## src/wsta_pkg.sv

```systemverilog
package wsta_pkg;

   // Default number of servers held in storage.
   localparam int MAX_SERVERS_DEF = 16;

   // Fixed field widths of the request, response and register.
   localparam int FUNC_W   = 2;
   localparam int SIDX_W   = 4;
   localparam int WEIGHT_W = 16;
   localparam int DUR_W    = 16;
   localparam int TIME_W   = 48;
   localparam int CLOCK_W  = 32;
   localparam int CSR_W    = 5;

   localparam logic [CSR_W-1:0] SERVERS_IN_USE_RST = CSR_W'(16);

   // Request function codes.
   localparam logic [FUNC_W-1:0] FUNC_LOAD    = 2'd0;
   localparam logic [FUNC_W-1:0] FUNC_ARRIVE  = 2'd1;
   localparam logic [FUNC_W-1:0] FUNC_RESTART = 2'd2;

   typedef enum logic [1:0] {
      ST_IDLE,
      ST_SCAN,
      ST_DRAIN,
      ST_UPDATE
   } state_type;

endpackage

```

## src/weighted_server_task_assigner.sv

```systemverilog
// A task arrival's response follows a scan of the n active servers, a drain and an update,
// n being the active server count (servers in use, at least one, at most MAX_SERVERS).
// Requests stall until the arrival commits, which waits while a response is stalled.
// Weight loads and restarts complete at once and give no response.
// Synchronous active-high reset clears control state, free times, the arrival clock,
// and sets servers_in_use to 16; server weights stay undefined until loaded.
module weighted_server_task_assigner #(
   parameter int MAX_SERVERS = wsta_pkg::MAX_SERVERS_DEF
) (
   input  logic                            clock,
   input  logic                            reset,
   // Request channel.
   input  logic                            req_valid,
   output logic                            req_stall,
   input  logic [wsta_pkg::FUNC_W-1:0]     req_func,
   input  logic [wsta_pkg::SIDX_W-1:0]     req_server_index,
   input  logic [wsta_pkg::WEIGHT_W-1:0]   req_weight,
   input  logic [wsta_pkg::DUR_W-1:0]      req_duration,
   // Response channel.
   output logic                            rsp_valid,
   input  logic                            rsp_stall,
   output logic [wsta_pkg::SIDX_W-1:0]     rsp_assigned_server,
   output logic [wsta_pkg::TIME_W-1:0]     rsp_finish_time,
   // Configuration write channel for servers_in_use.
   input  logic                            csr_valid,
   output logic                            csr_ready,
   input  logic [wsta_pkg::CSR_W-1:0]      csr_data
);

   // Width of a server address, and of a count that can hold MAX_SERVERS itself.
   localparam int IDX_W = (MAX_SERVERS > 1) ? $clog2(MAX_SERVERS) : 1;
   localparam int CNT_W = $clog2(MAX_SERVERS + 1);
   // Common width for comparing the register against the server limit.
   localparam int CMP_W = (CNT_W > wsta_pkg::CSR_W) ? CNT_W : wsta_pkg::CSR_W;
   localparam int TW    = wsta_pkg::TIME_W;

   // ---------------------------------------------------------------------
   // Registers.
   // ---------------------------------------------------------------------
   wsta_pkg::state_type state_ff, state_in;

   logic [wsta_pkg::CSR_W-1:0]    servers_in_use_ff, servers_in_use_in;
   logic [wsta_pkg::CLOCK_W-1:0]  clock_ff, clock_in;
   logic [IDX_W-1:0]              rd_idx_ff, rd_idx_in;
   logic [IDX_W-1:0]              last_ff, last_in;
   logic [wsta_pkg::DUR_W-1:0]    dur_ff, dur_in;

   // Candidate pipeline stage: the registered memory read for one server.
   logic                          cand_vld_ff, cand_vld_in;
   logic [IDX_W-1:0]              cand_idx_ff;
   logic                          cand_ok_ff;
   logic [wsta_pkg::WEIGHT_W-1:0] wt_rd_ff;
   logic [TW-1:0]                 ft_rd_ff;

   // Best idle server found so far.
   logic                          idle_found_ff, idle_found_in;
   logic [IDX_W-1:0]              idle_idx_ff, idle_idx_in;
   logic [wsta_pkg::WEIGHT_W-1:0] idle_wt_ff, idle_wt_in;

   // Best server by earliest free time, then weight, then index.
   logic [IDX_W-1:0]              bus_idx_ff, bus_idx_in;
   logic [wsta_pkg::WEIGHT_W-1:0] bus_wt_ff, bus_wt_in;
   logic [TW-1:0]                 bus_ft_ff, bus_ft_in;

   // Response register.
   logic                          rsp_valid_ff, rsp_valid_in;
   logic [wsta_pkg::SIDX_W-1:0]   rsp_server_ff, rsp_server_in;
   logic [TW-1:0]                 rsp_time_ff, rsp_time_in;

   // Weight and free-time memories. Free times carry one valid bit per entry
   // so that reset and restart clear them at once; an invalid entry reads zero.
   logic [wsta_pkg::WEIGHT_W-1:0] wt_mem [MAX_SERVERS];
   logic [TW-1:0]                 ft_mem [MAX_SERVERS];
   logic [MAX_SERVERS-1:0]        ft_vld_ff, ft_vld_in;

   // ---------------------------------------------------------------------
   // Request decode.
   // ---------------------------------------------------------------------
   logic                    req_accept;
   logic                    is_load, is_arrive, is_restart;
   logic [IDX_W+wsta_pkg::SIDX_W-1:0] load_idx_wide;
   logic [IDX_W-1:0]        load_addr;
   logic                    load_in_range;

   assign req_accept    = req_valid && !req_stall;
   assign is_load       = req_accept && (req_func == wsta_pkg::FUNC_LOAD);
   assign is_arrive     = req_accept && (req_func == wsta_pkg::FUNC_ARRIVE);
   assign is_restart    = req_accept && (req_func == wsta_pkg::FUNC_RESTART);
   assign load_idx_wide = {{IDX_W{1'b0}}, req_server_index};
   assign load_addr     = load_idx_wide[IDX_W-1:0];
   assign load_in_range = (int'(req_server_index) < MAX_SERVERS);

   // Active server count: zero counts as one, and it never exceeds storage.
   logic [CMP_W-1:0] use_w, max_w, cnt_w, last_w;

   always_comb begin
      use_w = CMP_W'(servers_in_use_ff);
      max_w = CMP_W'(MAX_SERVERS);
      if (use_w == '0) begin
         cnt_w = CMP_W'(1);
      end else if (use_w > max_w) begin
         cnt_w = max_w;
      end else begin
         cnt_w = use_w;
      end
      last_w = cnt_w - CMP_W'(1);
   end

   // ---------------------------------------------------------------------
   // Shared compare unit: looks at one candidate server per cycle.
   // ---------------------------------------------------------------------
   logic [TW-1:0] cand_ft;
   logic [TW-1:0] now_w;
   logic          cand_idle;
   logic          take_idle;
   logic          take_bus;

   always_comb begin
      now_w     = TW'(clock_ff);
      cand_ft   = cand_ok_ff ? ft_rd_ff : '0;
      cand_idle = (cand_ft <= now_w);
      take_idle = cand_vld_ff && cand_idle && (!idle_found_ff || (wt_rd_ff < idle_wt_ff));
      // Server zero is always the first candidate and seeds the busy tracker.
      take_bus  = cand_vld_ff && ((cand_idx_ff == '0) || (cand_ft < bus_ft_ff) ||
                  ((cand_ft == bus_ft_ff) && (wt_rd_ff < bus_wt_ff)));
   end

   // ---------------------------------------------------------------------
   // Finish time: one saturating 48-bit add on the winner's base time.
   // ---------------------------------------------------------------------
   logic [IDX_W-1:0]              win_idx;
   logic [TW-1:0]                 base_time;
   logic [TW:0]                   sum_time;
   logic [TW-1:0]                 finish_time;
   logic [IDX_W+wsta_pkg::SIDX_W-1:0] win_idx_wide;

   always_comb begin
      win_idx      = idle_found_ff ? idle_idx_ff : bus_idx_ff;
      base_time    = idle_found_ff ? now_w : bus_ft_ff;
      sum_time     = {1'b0, base_time} + (TW + 1)'(dur_ff);
      finish_time  = sum_time[TW] ? {TW{1'b1}} : sum_time[TW-1:0];
      win_idx_wide = {{wsta_pkg::SIDX_W{1'b0}}, win_idx};
   end

   // ---------------------------------------------------------------------
   // Sequencer: next state and datapath controls.
   // ---------------------------------------------------------------------
   logic commit;

   always_comb begin
      state_in          = state_ff;
      req_stall         = 1'b1;
      commit            = 1'b0;
      rd_idx_in         = rd_idx_ff;
      last_in           = last_ff;
      dur_in            = dur_ff;
      cand_vld_in       = 1'b0;
      idle_found_in     = idle_found_ff;
      idle_idx_in       = idle_idx_ff;
      idle_wt_in        = idle_wt_ff;
      bus_idx_in        = bus_idx_ff;
      bus_wt_in         = bus_wt_ff;
      bus_ft_in         = bus_ft_ff;

      case (state_ff)
         wsta_pkg::ST_IDLE: begin
            req_stall = 1'b0;
            if (is_arrive) begin
               // Latch the task and the scan range, and clear the idle tracker.
               rd_idx_in     = '0;
               last_in       = last_w[IDX_W-1:0];
               dur_in        = req_duration;
               idle_found_in = 1'b0;
               state_in      = wsta_pkg::ST_SCAN;
            end
         end
         wsta_pkg::ST_SCAN: begin
            // The read of server rd_idx_ff is issued this cycle.
            cand_vld_in = 1'b1;
            if (rd_idx_ff == last_ff) begin
               state_in = wsta_pkg::ST_DRAIN;
            end else begin
               rd_idx_in = rd_idx_ff + IDX_W'(1);
            end
         end
         wsta_pkg::ST_DRAIN: begin
            // The last candidate is compared in this cycle.
            state_in = wsta_pkg::ST_UPDATE;
         end
         wsta_pkg::ST_UPDATE: begin
            // Commit once the response register is free or being drained.
            if (!rsp_valid_ff || !rsp_stall) begin
               commit   = 1'b1;
               state_in = wsta_pkg::ST_IDLE;
            end
         end
         default: begin
            state_in = wsta_pkg::ST_IDLE;
         end
      endcase

      if (take_idle) begin
         idle_found_in = 1'b1;
         idle_idx_in   = cand_idx_ff;
         idle_wt_in    = wt_rd_ff;
      end
      if (take_bus) begin
         bus_idx_in = cand_idx_ff;
         bus_wt_in  = wt_rd_ff;
         bus_ft_in  = cand_ft;
      end
   end

   // Configuration, arrival clock, free-time valid bits and response register.
   always_comb begin
      servers_in_use_in = servers_in_use_ff;
      if (csr_valid && csr_ready) begin
         servers_in_use_in = csr_data;
      end

      clock_in  = clock_ff;
      ft_vld_in = ft_vld_ff;
      if (is_restart) begin
         clock_in  = '0;
         ft_vld_in = '0;
      end else if (commit) begin
         ft_vld_in[win_idx] = 1'b1;
         if (clock_ff != {wsta_pkg::CLOCK_W{1'b1}}) begin
            clock_in = clock_ff + wsta_pkg::CLOCK_W'(1);
         end
      end

      rsp_server_in = rsp_server_ff;
      rsp_time_in   = rsp_time_ff;
      if (commit) begin
         rsp_valid_in  = 1'b1;
         rsp_server_in = win_idx_wide[wsta_pkg::SIDX_W-1:0];
         rsp_time_in   = finish_time;
      end else if (rsp_valid_ff && !rsp_stall) begin
         rsp_valid_in  = 1'b0;
      end else begin
         rsp_valid_in  = rsp_valid_ff;
      end
   end

   // ---------------------------------------------------------------------
   // Clocked logic.
   // ---------------------------------------------------------------------
   always_ff @(posedge clock) begin
      if (reset) begin
         state_ff          <= wsta_pkg::ST_IDLE;
         servers_in_use_ff <= wsta_pkg::SERVERS_IN_USE_RST;
         clock_ff          <= '0;
         ft_vld_ff         <= '0;
         cand_vld_ff       <= 1'b0;
         idle_found_ff     <= 1'b0;
         rsp_valid_ff      <= 1'b0;
      end else begin
         state_ff          <= state_in;
         servers_in_use_ff <= servers_in_use_in;
         clock_ff          <= clock_in;
         ft_vld_ff         <= ft_vld_in;
         cand_vld_ff       <= cand_vld_in;
         idle_found_ff     <= idle_found_in;
         rsp_valid_ff      <= rsp_valid_in;
      end
   end

   always_ff @(posedge clock) begin
      rd_idx_ff     <= rd_idx_in;
      last_ff       <= last_in;
      dur_ff        <= dur_in;
      idle_idx_ff   <= idle_idx_in;
      idle_wt_ff    <= idle_wt_in;
      bus_idx_ff    <= bus_idx_in;
      bus_wt_ff     <= bus_wt_in;
      bus_ft_ff     <= bus_ft_in;
      rsp_server_ff <= rsp_server_in;
      rsp_time_ff   <= rsp_time_in;
   end

   // Memory ports: one registered read at the scan address, one write each.
   always_ff @(posedge clock) begin
      cand_idx_ff <= rd_idx_ff;
      cand_ok_ff  <= ft_vld_ff[rd_idx_ff];
      wt_rd_ff    <= wt_mem[rd_idx_ff];
      ft_rd_ff    <= ft_mem[rd_idx_ff];
      if (is_load && load_in_range) begin
         wt_mem[load_addr] <= req_weight;
      end
      if (commit) begin
         ft_mem[win_idx] <= finish_time;
      end
   end

   assign csr_ready           = 1'b1;
   assign rsp_valid           = rsp_valid_ff;
   assign rsp_assigned_server = rsp_server_ff;
   assign rsp_finish_time     = rsp_time_ff;

endmodule

```

## config.mk

```make
export PLATFORM = sky130hd
export DESIGN_NAME = weighted_server_task_assigner
export DESIGN_NICKNAME = d
export VERILOG_FILES = /design/src/wsta_pkg.sv /design/src/weighted_server_task_assigner.sv
export SDC_FILE = /design/constraint.sdc
export NUM_CORES = 2
export LEC_CHECK = 0
export ABC_CLOCK_PERIOD_IN_PS = 4350
export BUFFER_PORTS_ARGS = -buffer_cell sky130_fd_sc_hd__buf_4
export CORE_UTILIZATION = 35
export DETAILED_ROUTE_END_ITERATION = 8
export GPL_TIMING_DRIVEN = 0
export SETUP_SLACK_MARGIN = 0.15
export SYNTH_ARGS = -nofsm -noshare
export SYNTH_HDL_FRONTEND = slang
export SYNTH_SLANG_ARGS = --single-unit
```

## constraint.sdc

```tcl
create_clock -name clock -period 4.35 [get_ports clock]
set_input_delay 0.6525 -clock clock [delete_from_list [all_inputs] [get_ports clock]]
set_output_delay 0.6525 -clock clock [all_outputs]
set_load 0.02 [all_outputs]
```

==> results.sh <==
export IMPL_status="finished clean"
export IMPL_design_die_area_um2=153000
export IMPL_start_util_pct=35.4
export IMPL_rows=142
export IMPL_dieWidth_um=391
export IMPL_yosys_area_top_type_share_pct=67.2
export IMPL_yosysTopAreaCell="edfxtp_1"
export IMPL_slew_violations=0
export IMPL_placed_area_um2=57700
export IMPL_slew_headroom_pct=8.25
export IMPL_drc=0
export IMPL_rsz0062_at_grt="true"
export IMPL_syn_nets=3010
export IMPL_synth_common_cells="1188 x edfxtp_1, 325 x mux4_2, 134 x nor2_1"
export IMPL_finalCritPeriodShare_pct=95.9
export IMPL_grt_max_degree=60
export IMPL_core_um2=150000
export IMPL_num_fill_cells=13000
export IMPL_layout_drive_gt1_share_pct=28.9
export IMPL_p_total_mw=37.3
export IMPL_skew_ns=0.0327
export IMPL_drt_pass1_iterations=5
export IMPL_rrSetupSlack_ns=0.18
export IMPL_ys_seq_area_share_pct=72.0
export IMPL_cts_sinks=1315
export IMPL_vias=27900
export IMPL_antenna_left=0
export IMPL_timing_rr_start="idle_found_ff"
export IMPL_yosys_warnings=0
export IMPL_crit_buf_inv=8
export IMPL_worstSetupStartpointType="flop"
export IMPL_drt_total_wl_um=139000
export IMPL_antenna_found_initial=4
export IMPL_max_clock_path_buffers=3
export IMPL_worstReg2RegEnd="rsp_finish_time[27]"
export IMPL_layout_nets=3377
export IMPL_grt_pass1_wl_um=200000
export IMPL_final_cell_area_um2=63800
export IMPL_min_from="req_duration[5]"
export IMPL_fmax_ghz=0.240
export IMPL_cts_tree="yes"
export IMPL_synth_main_ff_cell="edfxtp_1"
export IMPL_numCtsBuffers=137
export IMPL_ys_top_cells_by_area="edfxtp_1 67%, mux4_2 14%, dfxtp_1 4.8%"
export IMPL_arrival_ns=4.75
export IMPL_port_buffers=100
export IMPL_synth_cell_types=85
export IMPL_critPathMaxStageDelay_ns=0.41
export IMPL_ios=103
export IMPL_path_max_fanout=10
export IMPL_synth_most_common_cell="edfxtp_1"
export IMPL_min_period_ns=4.17
export IMPL_synth_async_reset_ratio_pct=0
export IMPL_clock_latency_ns=0.77
export IMPL_htreeDepth=4
export IMPL_hold_depth=1
export IMPL_grt_pass1_vias=28600
export IMPL_synth_avg_cell_area_um2=18.8
export IMPL_synth_seq_cells=1315
export IMPL_synth_edf_count=1188
export IMPL_wl_per_cell_um=26.1
export IMPL_worstSetupEndpointType="flop"
export IMPL_fin_cells=5328
export IMPL_hold_path_class="in -> reg"
export IMPL_clk_root_buffer_cell="clkbuf_16"
export IMPL_power_leakage_nw=21.0
export IMPL_gr_total_overflow=0
export IMPL_cp_required_ns=4.93
export IMPL_dp_hpwl_um=91800
export IMPL_syn_inst=2831
export IMPL_cp_top_family="compound AO/OA/AOI/OAI gates"
export IMPL_final_hold_viol_count=0
export IMPL_finalSetupViolCount=0
export IMPL_die_h_um=391
export IMPL_vias_per_cell=5.24
export IMPL_ir_drop_mv=0.398
export IMPL_tightest_slew_ns=1.38
export IMPL_cap_violations=0
export IMPL_hold_path_end="dur_ff[5]"
export IMPL_area_delta_synth_final_pct=20.3
export IMPL_rr_worst_depth=17
export IMPL_clkTransAtPathRegs_ns=0.06
export IMPL_globalplace_congestion=0.896
export IMPL_drtIter0Drc=2855
export IMPL_slowest_stage="dfxtp_4"
export IMPL_synth_area_um2=53100
export IMPL_cts_hold_buf=0
export IMPL_path_class="reg -> reg"
export IMPL_power_density_nw_per_um2=584
export IMPL_crit_chain="buf_8 -> buf_12 -> buf_12 -> buf_8 -> buf_12 -> mux2_2 -> ha_4 -> a211oi_4 -> o211ai_1 -> buf_4 -> a221o_2 -> buf_4 -> o211ai_4 -> buf_4 -> o31ai_1 -> nand3_1 -> o31a_2"
export IMPL_placed_cells=5005
export IMPL_track_usage_pct=18.2
worst reg2reg max path, cell delays in order (launching register included):
cell	delay, ns
dfxtp_4	0.41
buf_8	0.13
buf_12	0.14
buf_12	0.17
buf_8	0.16
buf_12	0.13
mux2_2	0.37
ha_4	0.19
a211oi_4	0.24
o211ai_1	0.15
buf_4	0.16
a221o_2	0.41
buf_4	0.17
o211ai_4	0.28
buf_4	0.17
o31ai_1	0.05
nand3_1	0.29
o31a_2	0.35
metal layers:
metal	track usage, %	routed length, um	vias to the layer above
met5	0	0	-
met4	5.56	3140	0
met3	4.33	11500	188
met2	28.7	65200	1052
met1	24.9	59000	14600
li1	-	-	12100
cell type report:
| class | instances | area [um2] | area share (%) |
|---|---|---|---|
| Buffer | 109 | 664 | 1.04 |
| Tap cell | 2016 | 2520 | 3.95 |
| Sequential cell | 1315 | 38200 | 59.9 |
| Inverter | 131 | 500 | 0.784 |
| Timing Repair Buffer | 221 | 2480 | 3.88 |
| Clock inverter | 64 | 719 | 1.13 |
| Antenna cell | 1 | 2.50 | 0.00392 |
| Multi-Input combinational cell | 1283 | 14900 | 23.3 |
| Clock buffer | 188 | 3860 | 6.04 |
flip-flops by register name, summed over array words and instances (netlist names), 32 cells and up:
register,flops
wt_mem,256
ft_mem,768
bus_ft_ff,48
ft_rd_ff,48
clock_ff,32
rsp_finish_time,48
cells by family after synthesis:
group	Yosys count	share of synthesized area (%)
DFF	1315	72.0
muxes	348	14.2
other	1	0.00706
adders and majority gates	131	3.10
and+or+nand+nor	505	4.84
AOI/OAI and AO/OA	217	2.78
buffers and inverters	240	1.83
xor gates and xnor gates	74	1.22
worst max path at each step:
stage	startpoint	endpoint	cells after the start
after floorplan	idle_found_ff	ft_mem[0][36]	16
after global placement	idle_found_ff	ft_mem[8][21]	6
after detailed placement	idle_found_ff	rsp_finish_time[36]	16
after CTS	idle_found_ff	ft_mem[15][45]	20
after global routing	idle_found_ff	ft_mem[14][27]	18
final	idle_found_ff	rsp_finish_time[27]	17
cell usage in the layout, fill, tap and decap left out, types with 18 or more instances in the layout:
cell type  Yosys  final
a21o_1        19     18
a21oi_1       53     49
and2_1        54     54
buf_12         0     38
buf_4          3    161
clkbuf_1      62     86
clkbuf_16      0    142
clkinv_2       0     23
dfxtp_1      127    126
edfxtp_1    1188   1188
ha_1         130    125
inv_1        129    128
mux2i_1       20     18
mux4_2       325    325
nand2_1      121     88
nand2_4        0     33
nand3_1       42     38
nand4_1       31     31
nor2_1       134    105
nor4_1        27     18
o21ai_0       54     37
xnor2_1       55     53
per-stage QoR:
step / setup slack (ns) / hold WS, ns / TNS (ns) / util, %
CTS: 0.0555 / 0.0186 / 0 / 42.3
global placement: -3.46 / 0.353 / -4321.51 / 37.6
floorplan: 0.114 / 0.346 / 0 / -
global route: 0.0942 / 0.0465 / 0 / 42.5
detailed placement: -2.54 / 0.364 / -1792.52 / 38.4
finish: 0.177 / 0.0735 / 0 / 42.5
power breakdown:
part / switching, mW / internal [mW]
Combinational: 5.40 / 4.17
Clock: 4.90 / 7.01
Sequential: 0.484 / 15.3
repair_timing:
action	CTS	global route
setup buffers	46	15
pin swaps	34	15
resized for setup	189	33
cloned	3	5
endpoints found under the setup margin	975	580
Note: power is estimated with default switching activity, not from simulation.
